===== config.mk =====
export PLATFORM = sky130hd
export DESIGN_NAME = ata_pio_sector_sequencer
export DESIGN_NICKNAME = d
export VERILOG_FILES = /design/src/hdl/asps_pkg.sv /design/src/hdl/asps_core.sv /design/src/hdl/asps_expander.sv /design/src/hdl/ata_pio_sector_sequencer.sv
export SDC_FILE = /design/constraint.sdc
export NUM_CORES = 1
export LEC_CHECK = 0
export ABC_AREA = 1
export BUFFER_PORTS_ARGS = -buffer_cell sky130_fd_sc_hd__buf_4
export CAP_MARGIN = 5
export CORE_MARGIN = 4
export CORE_UTILIZATION = 45
export DETAILED_ROUTE_END_ITERATION = 12
export PLACE_DENSITY = 0.74
export REMOVE_ABC_BUFFERS = 1
export SETUP_SLACK_MARGIN = 0.4
export SYNTH_ARGS = -nofsm -noshare
export SYNTH_HDL_FRONTEND = slang
export SYNTH_SLANG_ARGS = --single-unit

===== constraint.sdc =====
create_clock -name clk -period 6.6 [get_ports clk]
set_input_delay 0.33 -clock clk [delete_from_list [all_inputs] [get_ports clk]]
set_output_delay 0.33 -clock clk [all_outputs]
set_load 0.01 [all_outputs]

===== src/hdl/asps_pkg.sv =====
// ----------------------------------------------------------------------------
// asps_pkg
// Types, codes and constants for the ATA PIO LBA28 sector sequencer.
// ----------------------------------------------------------------------------
package asps_pkg;

  localparam int MAX_RES     = 7;
  localparam int CNT_W       = 3;
  localparam int CFG_IDX_W   = 1;
  localparam int CFG_DATA_W  = 22;
  localparam int POLL_W      = 22;
  localparam int LBA_W       = 28;
  localparam int SCNT_W      = 9;

  localparam logic [POLL_W-1:0] POLL_LIMIT_RST = 22'd2000000;
  localparam logic [POLL_W-1:0] POLL_SAT       = '1;
  localparam logic [SCNT_W-1:0] SCNT_MAX       = 9'd256;
  localparam logic [7:0]        WORD_LAST      = 8'd255;
  localparam logic [7:0]        SETTLE_READS   = 8'd4;

  // Configuration register indexes
  localparam logic [CFG_IDX_W-1:0] CFG_DRIVE_PRESENT = 1'b0;
  localparam logic [CFG_IDX_W-1:0] CFG_POLL_LIMIT    = 1'b1;

  // Input item codes
  localparam logic [1:0] OP_START  = 2'd0;
  localparam logic [1:0] OP_STATUS = 2'd1;
  localparam logic [1:0] OP_DATA   = 2'd2;

  // Task file register indexes
  localparam logic [2:0] REG_NONE   = 3'd0;
  localparam logic [2:0] REG_COUNT  = 3'd2;
  localparam logic [2:0] REG_LBA0   = 3'd3;
  localparam logic [2:0] REG_LBA1   = 3'd4;
  localparam logic [2:0] REG_LBA2   = 3'd5;
  localparam logic [2:0] REG_DEVICE = 3'd6;
  localparam logic [2:0] REG_CMD    = 3'd7;

  // Device and command bytes
  localparam logic [7:0] DEV_MASTER = 8'hA0;
  localparam logic [7:0] DEV_SLAVE  = 8'hB0;
  localparam logic [7:0] DEV_LBA    = 8'hE0;
  localparam logic [7:0] CMD_READ   = 8'h20;
  localparam logic [7:0] CMD_WRITE  = 8'h30;
  localparam logic [7:0] CMD_FLUSH  = 8'hE7;

  // Status bits
  localparam int ST_BSY  = 7;
  localparam int ST_DRDY = 6;
  localparam int ST_DRQ  = 3;
  localparam int ST_ERR  = 0;

  typedef enum logic [2:0] {
    ACT_WR_REG   = 3'd0,
    ACT_RD_ALT   = 3'd1,
    ACT_RD_STAT  = 3'd2,
    ACT_RD_DATA  = 3'd3,
    ACT_WR_DATA  = 3'd4,
    ACT_DELIVER  = 3'd5,
    ACT_DONE     = 3'd6,
    ACT_FAIL     = 3'd7
  } action_t;

  typedef enum logic [2:0] {
    FAIL_NONE      = 3'd0,
    FAIL_ABSENT    = 3'd1,
    FAIL_BAD_COUNT = 3'd2,
    FAIL_READY_TO  = 3'd3,
    FAIL_DRQ_TO    = 3'd4,
    FAIL_DEV_ERR   = 3'd5,
    FAIL_BUSY      = 3'd6
  } fail_t;

  typedef enum logic [2:0] {
    PH_IDLE   = 3'd0,
    PH_SETTLE = 3'd1,
    PH_READY  = 3'd2,
    PH_DRQ    = 3'd3,
    PH_XFER   = 3'd4,
    PH_FLUSH  = 3'd5
  } phase_t;

  typedef struct packed {
    action_t     action;
    logic [2:0]  reg_index;
    logic [15:0] value;
    fail_t       fail_code;
  } res_t;

  typedef struct packed {
    res_t [MAX_RES-1:0] res;
    logic [CNT_W-1:0]   n;
  } burst_t;

  function automatic res_t mk_res(action_t act, logic [2:0] ri, logic [15:0] val,
                                  fail_t fc);
    res_t r;
    r.action    = act;
    r.reg_index = ri;
    r.value     = val;
    r.fail_code = fc;
    return r;
  endfunction

  function automatic res_t mk_wr(logic [2:0] ri, logic [7:0] b);
    return mk_res(ACT_WR_REG, ri, {8'h00, b}, FAIL_NONE);
  endfunction

  function automatic res_t mk_act(action_t act);
    return mk_res(act, REG_NONE, 16'h0000, FAIL_NONE);
  endfunction

endpackage


===== src/hdl/asps_core.sv =====
// ----------------------------------------------------------------------------
// asps_core
// Sequencer state, configuration registers and the per-item step logic that
// turns one accepted item into a burst of results.
// ----------------------------------------------------------------------------
module asps_core (
  input  logic                               clk,
  input  logic                               rst,
  input  logic                               cfg_we,
  input  logic [asps_pkg::CFG_IDX_W-1:0]     cfg_index,
  input  logic [asps_pkg::CFG_DATA_W-1:0]    cfg_data,
  input  logic                               accept,
  input  logic [1:0]                         op,
  input  logic                               write_dir,
  input  logic                               drive,
  input  logic [asps_pkg::LBA_W-1:0]         lba,
  input  logic [asps_pkg::SCNT_W-1:0]        sector_count,
  input  logic [7:0]                         status_byte,
  input  logic [15:0]                        data_word,
  output asps_pkg::burst_t                   burst
);

  logic [1:0]                      drive_present;
  logic [asps_pkg::POLL_W-1:0]     poll_limit;

  asps_pkg::phase_t                phase, phase_next;
  logic                            cur_drive, cur_drive_next;
  logic                            cur_write, cur_write_next;
  logic [asps_pkg::SCNT_W-1:0]     sectors_left, sectors_left_next;
  logic [7:0]                      word_index, word_index_next;
  logic [asps_pkg::POLL_W-1:0]     poll_count, poll_count_next;
  logic [asps_pkg::LBA_W-1:0]      saved_lba, saved_lba_next;
  logic [asps_pkg::SCNT_W-1:0]     saved_count, saved_count_next;

  logic [asps_pkg::POLL_W-1:0]     pc_inc;
  logic [asps_pkg::POLL_W-1:0]     lim;
  logic                            exhausted;
  logic [7:0]                      wi_inc;
  logic [asps_pkg::SCNT_W-1:0]     sl_dec;
  logic [7:0]                      dev_byte;

  always_comb begin
    pc_inc    = (poll_count < asps_pkg::POLL_SAT) ? poll_count + 1'b1 : poll_count;
    lim       = (poll_limit == '0) ? asps_pkg::POLL_W'(1) : poll_limit;
    exhausted = pc_inc >= lim;
    wi_inc    = word_index + 8'd1;
    sl_dec    = (sectors_left != '0) ? sectors_left - 1'b1 : sectors_left;
    dev_byte  = asps_pkg::DEV_LBA | {3'b000, cur_drive, saved_lba[27:24]};
  end

  always_comb begin
    burst             = '0;
    phase_next        = phase;
    cur_drive_next    = cur_drive;
    cur_write_next    = cur_write;
    sectors_left_next = sectors_left;
    word_index_next   = word_index;
    poll_count_next   = poll_count;
    saved_lba_next    = saved_lba;
    saved_count_next  = saved_count;

    if (op == asps_pkg::OP_START && phase == asps_pkg::PH_IDLE) begin
      if (!drive_present[drive]) begin
        burst.res[0] = asps_pkg::mk_res(asps_pkg::ACT_FAIL, asps_pkg::REG_NONE, 16'h0000,
                                        asps_pkg::FAIL_ABSENT);
        burst.n      = 3'd1;
      end else if (sector_count == '0 || sector_count > asps_pkg::SCNT_MAX) begin
        burst.res[0] = asps_pkg::mk_res(asps_pkg::ACT_FAIL, asps_pkg::REG_NONE, 16'h0000,
                                        asps_pkg::FAIL_BAD_COUNT);
        burst.n      = 3'd1;
      end else begin
        cur_drive_next    = drive;
        cur_write_next    = write_dir;
        saved_lba_next    = lba;
        saved_count_next  = sector_count;
        sectors_left_next = sector_count;
        word_index_next   = '0;
        poll_count_next   = '0;
        burst.res[0]      = asps_pkg::mk_wr(asps_pkg::REG_DEVICE,
                                            drive ? asps_pkg::DEV_SLAVE
                                                  : asps_pkg::DEV_MASTER);
        burst.res[1]      = asps_pkg::mk_act(asps_pkg::ACT_RD_ALT);
        burst.n           = 3'd2;
        phase_next        = asps_pkg::PH_SETTLE;
      end
    end else if (op == asps_pkg::OP_STATUS && phase == asps_pkg::PH_SETTLE) begin
      // settle reads: the returned byte is dropped
      word_index_next = wi_inc;
      burst.res[0]    = asps_pkg::mk_act(asps_pkg::ACT_RD_ALT);
      burst.n         = 3'd1;
      if (wi_inc >= asps_pkg::SETTLE_READS) begin
        word_index_next = '0;
        poll_count_next = '0;
        phase_next      = asps_pkg::PH_READY;
      end
    end else if (op == asps_pkg::OP_STATUS && phase == asps_pkg::PH_READY) begin
      poll_count_next = pc_inc;
      if (!status_byte[asps_pkg::ST_BSY] && status_byte[asps_pkg::ST_DRDY]) begin
        burst.res[0]    = asps_pkg::mk_wr(asps_pkg::REG_DEVICE, dev_byte);
        burst.res[1]    = asps_pkg::mk_wr(asps_pkg::REG_COUNT, saved_count[7:0]);
        burst.res[2]    = asps_pkg::mk_wr(asps_pkg::REG_LBA0, saved_lba[7:0]);
        burst.res[3]    = asps_pkg::mk_wr(asps_pkg::REG_LBA1, saved_lba[15:8]);
        burst.res[4]    = asps_pkg::mk_wr(asps_pkg::REG_LBA2, saved_lba[23:16]);
        burst.res[5]    = asps_pkg::mk_wr(asps_pkg::REG_CMD,
                                          cur_write ? asps_pkg::CMD_WRITE
                                                    : asps_pkg::CMD_READ);
        burst.res[6]    = asps_pkg::mk_act(asps_pkg::ACT_RD_STAT);
        burst.n         = 3'd7;
        poll_count_next = '0;
        phase_next      = asps_pkg::PH_DRQ;
      end else if (exhausted) begin
        burst.res[0] = asps_pkg::mk_res(asps_pkg::ACT_FAIL, asps_pkg::REG_NONE, 16'h0000,
                                        asps_pkg::FAIL_READY_TO);
        burst.n      = 3'd1;
        phase_next   = asps_pkg::PH_IDLE;
      end else begin
        burst.res[0] = asps_pkg::mk_act(asps_pkg::ACT_RD_ALT);
        burst.n      = 3'd1;
      end
    end else if (op == asps_pkg::OP_STATUS && phase == asps_pkg::PH_DRQ) begin
      poll_count_next = pc_inc;
      if (status_byte[asps_pkg::ST_DRQ]) begin
        word_index_next = '0;
        phase_next      = asps_pkg::PH_XFER;
        if (!cur_write) begin
          burst.res[0] = asps_pkg::mk_act(asps_pkg::ACT_RD_DATA);
          burst.n      = 3'd1;
        end
      end else if (status_byte[asps_pkg::ST_ERR]) begin
        burst.res[0] = asps_pkg::mk_res(asps_pkg::ACT_FAIL, asps_pkg::REG_NONE, 16'h0000,
                                        asps_pkg::FAIL_DEV_ERR);
        burst.n      = 3'd1;
        phase_next   = asps_pkg::PH_IDLE;
      end else if (exhausted) begin
        burst.res[0] = asps_pkg::mk_res(asps_pkg::ACT_FAIL, asps_pkg::REG_NONE, 16'h0000,
                                        asps_pkg::FAIL_DRQ_TO);
        burst.n      = 3'd1;
        phase_next   = asps_pkg::PH_IDLE;
      end else begin
        burst.res[0] = asps_pkg::mk_act(asps_pkg::ACT_RD_STAT);
        burst.n      = 3'd1;
      end
    end else if (op == asps_pkg::OP_DATA && phase == asps_pkg::PH_XFER) begin
      burst.res[0]    = asps_pkg::mk_res(cur_write ? asps_pkg::ACT_WR_DATA
                                                   : asps_pkg::ACT_DELIVER,
                                         asps_pkg::REG_NONE, data_word,
                                         asps_pkg::FAIL_NONE);
      word_index_next = wi_inc;
      if (word_index >= asps_pkg::WORD_LAST) begin
        word_index_next   = '0;
        sectors_left_next = sl_dec;
        if (sl_dec != '0) begin
          burst.res[1]    = asps_pkg::mk_act(asps_pkg::ACT_RD_STAT);
          burst.n         = 3'd2;
          poll_count_next = '0;
          phase_next      = asps_pkg::PH_DRQ;
        end else if (cur_write) begin
          burst.res[1]    = asps_pkg::mk_wr(asps_pkg::REG_CMD, asps_pkg::CMD_FLUSH);
          burst.res[2]    = asps_pkg::mk_act(asps_pkg::ACT_RD_ALT);
          burst.n         = 3'd3;
          poll_count_next = '0;
          phase_next      = asps_pkg::PH_FLUSH;
        end else begin
          burst.res[1] = asps_pkg::mk_act(asps_pkg::ACT_DONE);
          burst.n      = 3'd2;
          phase_next   = asps_pkg::PH_IDLE;
        end
      end else if (!cur_write) begin
        burst.res[1] = asps_pkg::mk_act(asps_pkg::ACT_RD_DATA);
        burst.n      = 3'd2;
      end else begin
        burst.n = 3'd1;
      end
    end else if (op == asps_pkg::OP_STATUS && phase == asps_pkg::PH_FLUSH) begin
      poll_count_next = pc_inc;
      if (!status_byte[asps_pkg::ST_BSY]) begin
        burst.res[0] = asps_pkg::mk_act(asps_pkg::ACT_DONE);
        burst.n      = 3'd1;
        phase_next   = asps_pkg::PH_IDLE;
      end else if (exhausted) begin
        burst.res[0] = asps_pkg::mk_res(asps_pkg::ACT_FAIL, asps_pkg::REG_NONE, 16'h0000,
                                        asps_pkg::FAIL_BUSY);
        burst.n      = 3'd1;
        phase_next   = asps_pkg::PH_IDLE;
      end else begin
        burst.res[0] = asps_pkg::mk_act(asps_pkg::ACT_RD_ALT);
        burst.n      = 3'd1;
      end
    end
  end

  always_ff @(posedge clk) begin
    if (rst) begin
      drive_present <= '0;
      poll_limit    <= asps_pkg::POLL_LIMIT_RST;
    end else if (cfg_we) begin
      case (cfg_index)
        asps_pkg::CFG_DRIVE_PRESENT: drive_present <= cfg_data[1:0];
        asps_pkg::CFG_POLL_LIMIT:    poll_limit    <= cfg_data[asps_pkg::POLL_W-1:0];
        default: ;
      endcase
    end
  end

  always_ff @(posedge clk) begin
    if (rst) begin
      phase        <= asps_pkg::PH_IDLE;
      cur_drive    <= 1'b0;
      cur_write    <= 1'b0;
      sectors_left <= '0;
      word_index   <= '0;
      poll_count   <= '0;
      saved_lba    <= '0;
      saved_count  <= '0;
    end else if (accept) begin
      phase        <= phase_next;
      cur_drive    <= cur_drive_next;
      cur_write    <= cur_write_next;
      sectors_left <= sectors_left_next;
      word_index   <= word_index_next;
      poll_count   <= poll_count_next;
      saved_lba    <= saved_lba_next;
      saved_count  <= saved_count_next;
    end
  end

endmodule


===== src/hdl/asps_expander.sv =====
// ----------------------------------------------------------------------------
// asps_expander
// Result register: holds one burst and hands its results out one per cycle while out_ready is high.
// ----------------------------------------------------------------------------
module asps_expander (
  input  logic                clk,
  input  logic                rst,
  input  logic                load,
  input  asps_pkg::burst_t    burst,
  output logic                load_ok,
  output logic                out_valid,
  input  logic                out_ready,
  output asps_pkg::res_t      res,
  output logic                last
);

  asps_pkg::res_t [asps_pkg::MAX_RES-1:0] res_q;
  logic [asps_pkg::CNT_W-1:0]             cnt;
  logic [asps_pkg::CNT_W-1:0]             ptr;

  always_comb begin
    out_valid = ptr != cnt;
    last      = ptr == cnt - 1'b1;
    res       = res_q[ptr];
    // take a new burst when empty, or once the final pending result leaves this cycle
    load_ok   = !out_valid || (out_ready && last);
  end

  always_ff @(posedge clk) begin
    if (load) begin
      res_q <= burst.res;
    end
  end

  always_ff @(posedge clk) begin
    if (rst) begin
      cnt <= '0;
      ptr <= '0;
    end else if (load) begin
      cnt <= burst.n;
      ptr <= '0;
    end else if (out_valid && out_ready) begin
      ptr <= ptr + 1'b1;
    end
  end

endmodule


===== src/hdl/ata_pio_sector_sequencer.sv =====
// Latency: the first result of an item appears the cycle after it is accepted.
// Throughput: an item's results leave the result register one per cycle while out_ready
//   is high; the next item is taken in the cycle the last of them transfers, so items
//   with one result (or none) go at one per cycle when the output does not stall.
// Reset: synchronous; clears phase, counters and saved request, drive_present
//   to 0 and poll_limit to 2000000, and empties the result register.
// ----------------------------------------------------------------------------
// ata_pio_sector_sequencer
// Host-side ATA PIO LBA28 read/write sequencer top level.
// ----------------------------------------------------------------------------
module ata_pio_sector_sequencer (
  input  logic                             clk,
  input  logic                             rst,
  input  logic                             cfg_valid,
  output logic                             cfg_ready,
  input  logic [asps_pkg::CFG_IDX_W-1:0]   cfg_index,
  input  logic [asps_pkg::CFG_DATA_W-1:0]  cfg_data,
  input  logic                             in_valid,
  output logic                             in_ready,
  input  logic [1:0]                       op,
  input  logic                             write_dir,
  input  logic                             drive,
  input  logic [asps_pkg::LBA_W-1:0]       lba,
  input  logic [asps_pkg::SCNT_W-1:0]      sector_count,
  input  logic [7:0]                       status_byte,
  input  logic [15:0]                      data_word,
  output logic                             out_valid,
  input  logic                             out_ready,
  output logic [2:0]                       action,
  output logic [2:0]                       reg_index,
  output logic [15:0]                      value,
  output logic [2:0]                       fail_code,
  output logic                             last
);

  asps_pkg::burst_t burst;
  asps_pkg::res_t   res;
  logic             accept;
  logic             load_ok;

  assign cfg_ready = 1'b1;
  assign in_ready  = load_ok;
  assign accept    = in_valid && load_ok;

  asps_core u_core (
    .clk          (clk),
    .rst          (rst),
    .cfg_we       (cfg_valid && cfg_ready),
    .cfg_index    (cfg_index),
    .cfg_data     (cfg_data),
    .accept       (accept),
    .op           (op),
    .write_dir    (write_dir),
    .drive        (drive),
    .lba          (lba),
    .sector_count (sector_count),
    .status_byte  (status_byte),
    .data_word    (data_word),
    .burst        (burst)
  );

  asps_expander u_exp (
    .clk       (clk),
    .rst       (rst),
    .load      (accept),
    .burst     (burst),
    .load_ok   (load_ok),
    .out_valid (out_valid),
    .out_ready (out_ready),
    .res       (res),
    .last      (last)
  );

  assign action    = res.action;
  assign reg_index = res.reg_index;
  assign value     = res.value;
  assign fail_code = res.fail_code;

endmodule


* Word-level counts from Yosys, hierarchy flattened *
Cells that the tools add are included.

word-level totals
  memory bits (writable) = 0
  output and inout port bits = 29
  word-level logic and storage cells = 202
  memories kept = 0
  flip-flop bits (word level) = 285
  memory bits (read-only) = 0
  bits of input ports = 93
  bits in latches = 0

cells by class
  bitwise gates (word level) = 3
  add/subtract/negate cells = 5
  multipliers = 0
  multiplexer cells = 94
  equality and inequality tests = 19
  $lt $le $gt $ge = 7
  reduce and logical (&&, ||, !) cells = 34
  divide/modulo/power cells = 0
  shift operators = 0

operator list
  kind                                            count
  two-way mux 150 bit                             3
  two-way mux 28 bit                              13
  two-way mux 22 bit                              15
  two-way mux 149 bit                             1
  two-way mux 25 bit                              5
  two-way mux 23 bit                              5
  two-way mux 9 bit                               9
  two-way mux 8 bit                               10
  two-way mux 78 bit                              1
  binary-select mux 25 bit (select 3 bit)         1
  two-way mux 3 bit                               19
  two-way mux 53 bit                              1
  two-way mux 50 bit                              1
  two-way mux 48 bit                              1
  two-way mux 27 bit                              1
  two-way mux 24 bit                              1
  adder 22 x 1 -> 22 bit (second input constant)  1
  greater-or-equal comparator 22 bit              1
  zero test 22 bit                                1
  < comparator 22 bit (second input constant)     1
  nonzero test 9 bit                              2
  AND reduction 6 bit                             2
  logical AND 1 bit                               10
  two-way mux 5 bit                               2
  other kinds (40)                                55

* Longest topological paths before layout *
Gate-level depths: netlist of the first run.

  depth in word-level cells = 11
  depth in mapped cells = 26
  mapped depth without buffers = 26

* Cells and area by module *
From an unflattened synthesis of the first run, not the netlist that was laid out.

unflattened totals
  cells, all modules = 1648
  area, all modules = 14511.4 sq um

modules (own cells, without submodules)
  module                    area an instance (sq um)  times used  cells each
  asps_core                 7254.5                    1           1082
  asps_expander             7238.2                    1           562
  ata_pio_sector_sequencer  18.8                      1           4

* Worst setup path after synthesis of the first run *
No wires, ideal clock.

  path type = reg2reg
  start = reg u_core.poll_count[0] (netlist bit)
  end = reg u_exp.res_q[22] (netlist bit), data pin
  arrival = 2.825 ns
  required time = 6.329 ns
  setup time = 0.271 ns
  clock period less this slack = 3.096 ns
  path buffers = 0
  path slack = 3.504 ns
  cell stages (with the launch flop) = 24
  cell sequence = dfxtp_1 ha_1 nand3_2 nor2_2 nand2_1 nor2_1 nand2_1 nor2_1 nor2_1 nand3_1 nor2_1 nand2_1 nand2_1 ha_1 nand2_1 inv_1 nand2_1 nand2_1 a21oi_1 nand3_1 inv_1 nand3_1 a211oi_1 nand4_1

RTL lines
  what                    line                 text
  start, declared         asps_core.sv:31      logic [asps_pkg::POLL_W-1:0] poll_count, poll_count_next;
  start signal, assigned  asps_core.sv:221     poll_count <= poll_count_next;
  end signal, assigned    asps_expander.sv:31  res_q <= burst.res;
  end, declared           asps_expander.sv:17  asps_pkg::res_t [asps_pkg::MAX_RES-1:0] res_q;

==> results.sh, run 1 <==
export IMPL_clockRootBuffer="clkbuf_16"
export IMPL_ys_ff_latch=174
export IMPL_synthAdderAreaFrac_pct=3.77
export IMPL_dp_cells=1541
export IMPL_power_internal_uw=2330
export IMPL_vdd_ir_drop_max_v=0.000182
export IMPL_ys_seq_area_share_pct=44.4
export IMPL_cp_common_cell="nand2_1"
export IMPL_grt_pass1_wl_um=38700
export IMPL_synth_edf_count=64
export IMPL_gp_congestion=0.924
export IMPL_port_buffers=116
export IMPL_yosysWarnings=0
export IMPL_pre_cts_slack_ns=2.77
export IMPL_numCtsBuffers=17
export IMPL_clk_path_buf_depth=2
export IMPL_cpLargestDelayFamily="simple AND/OR/NAND/NOR gates"
export IMPL_fillers=1875
export IMPL_cellLeakagePower_uw=0.00468
export IMPL_critical_path_max_fanout=6
export IMPL_postPlaceCellArea_um2=10300
export IMPL_synthArstFlopShare_pct=0
export IMPL_syn_area_um2=9280
export IMPL_hp_class="in -> reg"
export IMPL_post_cts_buffers=0
export IMPL_slowest_stage="dfxtp_1"
export IMPL_clkTransAtPathRegs_ns=0.07
export IMPL_antenna_found_initial=1
export IMPL_period_needed_ns=3.91
export IMPL_synth_mux_area_share_pct=0
export IMPL_cts_hold_buf=0
export IMPL_setup_tns_ns=0
export IMPL_synth_xor_area_share_pct=3.01
export IMPL_cts_tree="yes"
export IMPL_critical_path_endpoint="u_exp.res_q[22]"
export IMPL_io_pins=122
export IMPL_drt_first_pass_iters=5
export IMPL_critical_path_class="reg -> reg"
export IMPL_fin_cells=1573
export IMPL_pwr_share_seq_pct=40.6
export IMPL_critPathArrivalTime_ns=4.08
export IMPL_report_final_slew_viol_count=0
export IMPL_hpwl_um=16900
export IMPL_power_switching_uw=1350
export IMPL_required_ns=6.77
export IMPL_routedWlPerCell_um=15.2
export IMPL_syn_area_per_cell_um2=7.72
export IMPL_final_common_cell="nand2_1"
export IMPL_critical_path_depth=23
export IMPL_grt_total_usage_pct=21.1
export IMPL_drt_iter0_drc=593
export IMPL_ant_nets=0
export IMPL_finalSetupViolCount=0
export IMPL_worst_slack_ns=2.69
export IMPL_rsz0062_at_grt="false"
export IMPL_drc=0
export IMPL_die_y_um=152
export IMPL_yosys_most_used_dff="dfxtp_1"
export IMPL_routed_wl_um=23900
export IMPL_first_global_vias=8027
export IMPL_fmax_mhz=256
export IMPL_synth_compound_area_share_pct=15.1
export IMPL_relSlewSlack_pct=23.7
export IMPL_final_cell_mix="238 x nand2_1, 141 x inv_1, 134 x nor2_1, 120 x buf_4, 113 x a21oi_1"
export IMPL_cap_viol_max_count=0
export IMPL_skew_ns=0.0113
export IMPL_finalHoldViolations=0
export IMPL_row_count=52
export IMPL_pwr_density_cell_nw_per_um2=339
export IMPL_viasPerCell=5.27
export IMPL_num_antenna_cells=0
export IMPL_worstSetupStartpoint="u_core.poll_count[0]"
export IMPL_cp_end_kind="flop"
export IMPL_r2r_cells=23
export IMPL_initial_core_util_pct=45.9
export IMPL_num_nets_final=1411
export IMPL_grt_ovfl_total=0
export IMPL_htreeDepth=4
export IMPL_cts_sinks=174
export IMPL_vias=8293
export IMPL_grt_max_degree=74
export IMPL_core_area_um2=20200
export IMPL_r2r_setup_slack_ns=2.69
export IMPL_status="completed"
export IMPL_worst_path_buf_inv=2
export IMPL_r2r_end="u_exp.res_q[22]"
export IMPL_syn_inst=1202
export IMPL_slowest_delay_ns=0.39
export IMPL_design_area_um2=10900
export IMPL_crit_chain="ha_1 > nand3_2 > nor2_2 > nand2_1 > nor2_1 > nand2_1 > nor2_1 > nor2_1 > nand3_1 > nor2_1 > nand2_1 > nand2_1 > ha_1 > nand2_1 > inv_1 > nand2_1 > nand2_1 > a21oi_1 > nand3_1 > inv_1 > nand3_1 > a211oi_1 > nand4_1"
export IMPL_die_area_um2=23000
export IMPL_synth_simple_area_share_pct=24.5
export IMPL_cts_resized=0
export IMPL_worstMarginPinSlew_ns=1.15
export IMPL_p_clk_share_pct=27.4
export IMPL_power_frac_comb_pct=32.0
export IMPL_die_w_um=152
export IMPL_clk_latency_ns=0.43
export IMPL_regToRegStartpoint="u_core.poll_count[0]"
export IMPL_cp_start_kind="flop"
export IMPL_swShare_pct=36.6
export IMPL_ys_types=57
export IMPL_syn2layout_area_growth_pct=17.0
export IMPL_synth_top_family_by_area="simple AND/OR/NAND/NOR gates"
export IMPL_fin_crit_sh_pct=59.3
export IMPL_layout_drive_gt1_share_pct=15.3
==> kinds of logic after synthesis <==
logic type / after synthesis
xor gates and xnor gates: 31
AOI/OAI and AO/OA: 258
other: 1
DFF: 174
and+or+nand+nor: 504
adders and majority gates: 28
buffers and inverters: 206
==> registers in the layout, indices dropped and copies added (netlist names), 2 cells and up <==
signal,cells
u_core.phase,3
u_core.poll_count,22
u_core.saved_lba,28
u_exp.res_q,64
u_exp.ptr,3
u_core.saved_count,8
u_core.word_index,8
u_core.poll_limit,22
u_core.sectors_left,9
u_core.drive_present,2
u_exp.cnt,3
==> layout make-up <==
type	instances	area, um2	share of cell area [%]
clock buffer	17	425	3.92
clock inverter	15	174	1.60
inverter	155	587	5.40
multi-input combinational	822	4310	39.7
sequential	174	4120	38.0
tap	270	338	3.11
timing repair buffer	120	901	8.29
==> through the flow <==
stage / util (%) / power (uW) / hold slack, ns
after floorplan: - / 2220 / 0.399
after CTS: 53.7 / 3690 / 0.105
after detailed placement: 50.7 / 2690 / 0.444
after global routing: 53.7 / 3890 / 0.115
final: 53.7 / 3680 / 0.114
after global placement: 50.7 / 2670 / 0.438
==> per-layer routing <==
layer	GRT usage, %	vias up	part of all wire, %
met1	26.8	3825	43
li1	-	4177	-
met4	7.14	2	2.1
met5	0	-	0.054
met2	35.7	248	48
met3	4.43	41	6.8
==> power by group through the flow <==
| stage | Sequential [uW] | Combinational (uW) | Clock (uW) |
|---|---|---|---|
| final | 1490 | 1180 | 1010 |
| after CTS | 1490 | 1180 | 1020 |
| after global routing | 1510 | 1320 | 1060 |
| after detailed placement | 1510 | 1180 | 0 |
| after global placement | 1510 | 1160 | 0 |
| after floorplan | 1480 | 741 | 0 |
==> synthesized netlist by cell type, types with 4 or more instances <==
library cell	number	area [um2]
edfxtp_1	64	1920
inv_1	142	533
nor4_1	6	37.5
buf_6	4	45.0
ha_1	28	350
dfxtp_1	110	2200
clkbuf_1	33	124
buf_2	5	25.0
buf_1	4	15.0
nand2_1	238	893
a41oi_1	6	52.6
xor2_1	18	158
xnor2_1	12	105
nor2_2	7	43.8
nor3_1	11	55.1
inv_2	11	41.3
o211ai_1	8	60.1
nor2_1	135	507
nand4_1	43	269
a21oi_1	113	566
nand3_1	42	210
o21ai_0	106	531
nand2_4	4	45.0
==> worst min-delay path, stage by stage <==
cell and delay [ns]:
buf_4 0.07, nand2_1 0.04, o211ai_1 0.07
==> worst min-delay path by stage <==
stage	startpoint	depth (start not counted)	endpoint	slack, ns
finish	cfg_data[7]	3	u_core.poll_limit[7]	0.11
global route	cfg_data[19]	3	u_core.poll_limit[19]	0.11
CTS	cfg_data[20]	3	u_core.poll_limit[20]	0.11
detailed placement	u_core.saved_lba[22]	2	u_core.saved_lba[22]	0.44
global placement	u_core.saved_lba[27]	2	u_core.saved_lba[27]	0.44
floorplan	rst	1	u_core.phase[1]	0.40
(Power assumes the default switching activity.)
==> run 2: changes to the inputs <==
--- a/config.mk
+++ b/config.mk
@@ -11,7 +11,7 @@
 export CORE_MARGIN = 4
 export CORE_UTILIZATION = 45
 export DETAILED_ROUTE_END_ITERATION = 12
-export PLACE_DENSITY = 0.74
+export PLACE_DENSITY = 0.76
 export REMOVE_ABC_BUFFERS = 1
 export SETUP_SLACK_MARGIN = 0.4
 export SYNTH_ARGS = -nofsm -noshare
==> constraint.sdc (replaced) <==
create_clock -name clk -period 3.2 [get_ports clk]
set_input_delay 0.16 -clock clk [delete_from_list [all_inputs] [get_ports clk]]
set_output_delay 0.16 -clock clk [all_outputs]
set_load 0.01 [all_outputs]
==> run 2 against run 1 <==
Net effect: critical path depth shrank 1; clock-buffer cell count up 1; power grew 110%.
==> results.sh, run 2 (synthesis gave the netlist of run 1 again) <==
export IMPL_worstSetupStartpoint="u_core.poll_count[0]"
export IMPL_drt_iter0_drc=983
export IMPL_status="completed"
export IMPL_critical_path_class="reg -> reg"
export IMPL_required_ns=3.39
export IMPL_largestRegisters="u_exp.res_q (64), u_core.saved_lba (28)"
export IMPL_vias=8920
export IMPL_routedWlPerCell_um=15.8
export IMPL_p_total_uw=7790
export IMPL_critPathArrivalTime_ns=3.38
export IMPL_drt_first_pass_iters=5
export IMPL_grt_pass1_wl_um=40300
export IMPL_viasPerCell=5.39
export IMPL_largest_reg_flops=64
export IMPL_critical_path_max_fanout=5
export IMPL_die_area_um2=23000
export IMPL_die_w_um=152
export IMPL_final_cell_mix="221 x nand2_1, 176 x buf_4, 137 x inv_1, 121 x nor2_1, 110 x a21oi_1"
export IMPL_initial_core_util_pct=45.9
export IMPL_hold_path_cell_count=3
export IMPL_top_register="u_exp.res_q"
export IMPL_clk_latency_ns=0.45
export IMPL_numCtsBuffers=17
export IMPL_port_buffers=116
export IMPL_num_nets_final=1492
export IMPL_cp_start_kind="flop"
export IMPL_design_area_um2=11900
export IMPL_fin_crit_sh_pct=99.7
export IMPL_routed_wl_um=26100
export IMPL_final_common_cell="nand2_1"
export IMPL_pwr_density_cell_nw_per_um2=652
export IMPL_clk_path_buf_depth=2
export IMPL_syn2layout_area_growth_pct=28.7
export IMPL_postPlaceCellArea_um2=10600
export IMPL_fillers=1706
export IMPL_grt_max_degree=74
export IMPL_rsz0062_at_grt="true"
export IMPL_grt_ovfl_total=0
export IMPL_drc=0
export IMPL_finalSetupViolCount=0
export IMPL_clockRootBuffer="clkbuf_16"
export IMPL_layout_drive_gt1_share_pct=23.8
export IMPL_cellLeakagePower_uw=0.00520
export IMPL_finalHoldViolations=0
export IMPL_worstHoldStart="lba[11]"
export IMPL_setup_tns_ns=0
export IMPL_skew_ns=0.0153
export IMPL_ant_nets=0
export IMPL_pre_cts_slack_ns=-0.0156
export IMPL_worstMarginPinSlew_ns=0.809
export IMPL_hp_class="in -> reg"
export IMPL_io_pins=122
export IMPL_clkTransAtPathRegs_ns=0.08
export IMPL_gp_congestion=0.868
export IMPL_fmax_mhz=313
export IMPL_r2r_setup_slack_ns=0.009
export IMPL_vdd_ir_drop_max_v=0.000486
export IMPL_hpwl_um=17400
export IMPL_grt_total_usage_pct=22.2
export IMPL_regToRegStartpoint="u_core.poll_count[0]"
export IMPL_htreeDepth=4
export IMPL_row_count=52
export IMPL_worst_slack_ns=0.00865
export IMPL_die_y_um=152
export IMPL_hold_path_end="u_core.saved_lba[11]"
export IMPL_fin_util_pct=59.0
export IMPL_first_global_vias=8214
export IMPL_cap_viol_max_count=0
export IMPL_relSlewSlack_pct=45.9
export IMPL_report_final_slew_viol_count=0
export IMPL_cts_tree="yes"
export IMPL_antenna_found_initial=1
export IMPL_cts_sinks=174
export IMPL_core_area_um2=20200
export IMPL_period_needed_ns=3.19
export IMPL_r2r_end="u_exp.res_q[24]"
export IMPL_r2r_cells=22
export IMPL_cp_end_kind="flop"
## run 2: cell count changes in the layout (fill, tap and decap cells not counted), sizes merged
| cell | before | now |
|---|---|---|
| buf | 120 | 178 |
| clkinvlp | 2 | 1 |
| inv | 161 | 160 |
| dlygate4sd3 | 0 | 23 |
| clkbuf | 17 | 18 |
| diode | 0 | 1 |
| bufinv | 0 | 1 |
## run 2: where the power goes
group	total [uW]	switching (uW)	internal [uW]
Sequential	3020	170	2850
Clock	2160	1030	1130
Combinational	2600	1640	966
## run 2: layout make-up
cell class	instances	area, um2	area share [%]
Antenna cell	1	2.50	0.0210
Clock buffer	18	429	3.59
Clock inverter	14	190	1.59
Inverter	155	589	4.93
Multi-Input combinational cell	822	4660	39.0
Sequential cell	174	4150	34.8
Tap cell	270	338	2.83
Timing Repair Buffer	201	1580	13.3
## run 2: worst max path at each step
stage / cells past startpoint / to
4_1_cts: 26 / u_core.phase[1]
5_1_grt: 23 / u_exp.res_q[24]
3_3_place_gp: 21 / u_exp.res_q[24]
3_5_place_dp: 18 / u_exp.res_q[24]
6_report: 22 / u_exp.res_q[24]
2_1_floorplan: 23 / u_exp.res_q[22]
## run 2: per-stage QoR
step           hold WS (ns)  instances
2_1_floorplan         0.229       1151
6_report            0.00303       1655
3_3_place_gp          0.376       1581
5_1_grt             0.00972       1655
4_1_cts            0.000174       1638
3_5_place_dp          0.383       1581
## run 2: routing by layer
layer	vias to the layer above	routed length [um]	GRT usage, %
met2	352	12400	35.8
met3	49	1990	4.76
li1	4354	-	-
met4	0	722	8.13
met1	4165	11000	29.4
met5	-	0	0
## run 2: worst max-delay path, cell delays in order (launching register included)
cell	delay (ns)
dfxtp_2	0.36
ha_4	0.15
nand3_4	0.09
nor2_4	0.12
nand2_2	0.09
nor2_4	0.15
nand2_4	0.08
inv_4	0.08
nand2_4	0.07
nand2_2	0.07
nor2_2	0.04
xor2_1	0.22
ha_1	0.30
a21o_1	0.17
nor2_1	0.08
nand2_1	0.10
nand2_2	0.09
nand3_2	0.10
buf_4	0.15
o21ai_2	0.15
nand2_1	0.09
nor3_2	0.11
o21ai_1	0.07
## run 2: repair_timing
action,in CTS,in global routing
endpoints found under the setup margin,9,9
gates resized for setup,30,74
setup buffers,2,16
hold buffers,23,0
pin swaps,14,37
endpoints found under the hold margin,24,0
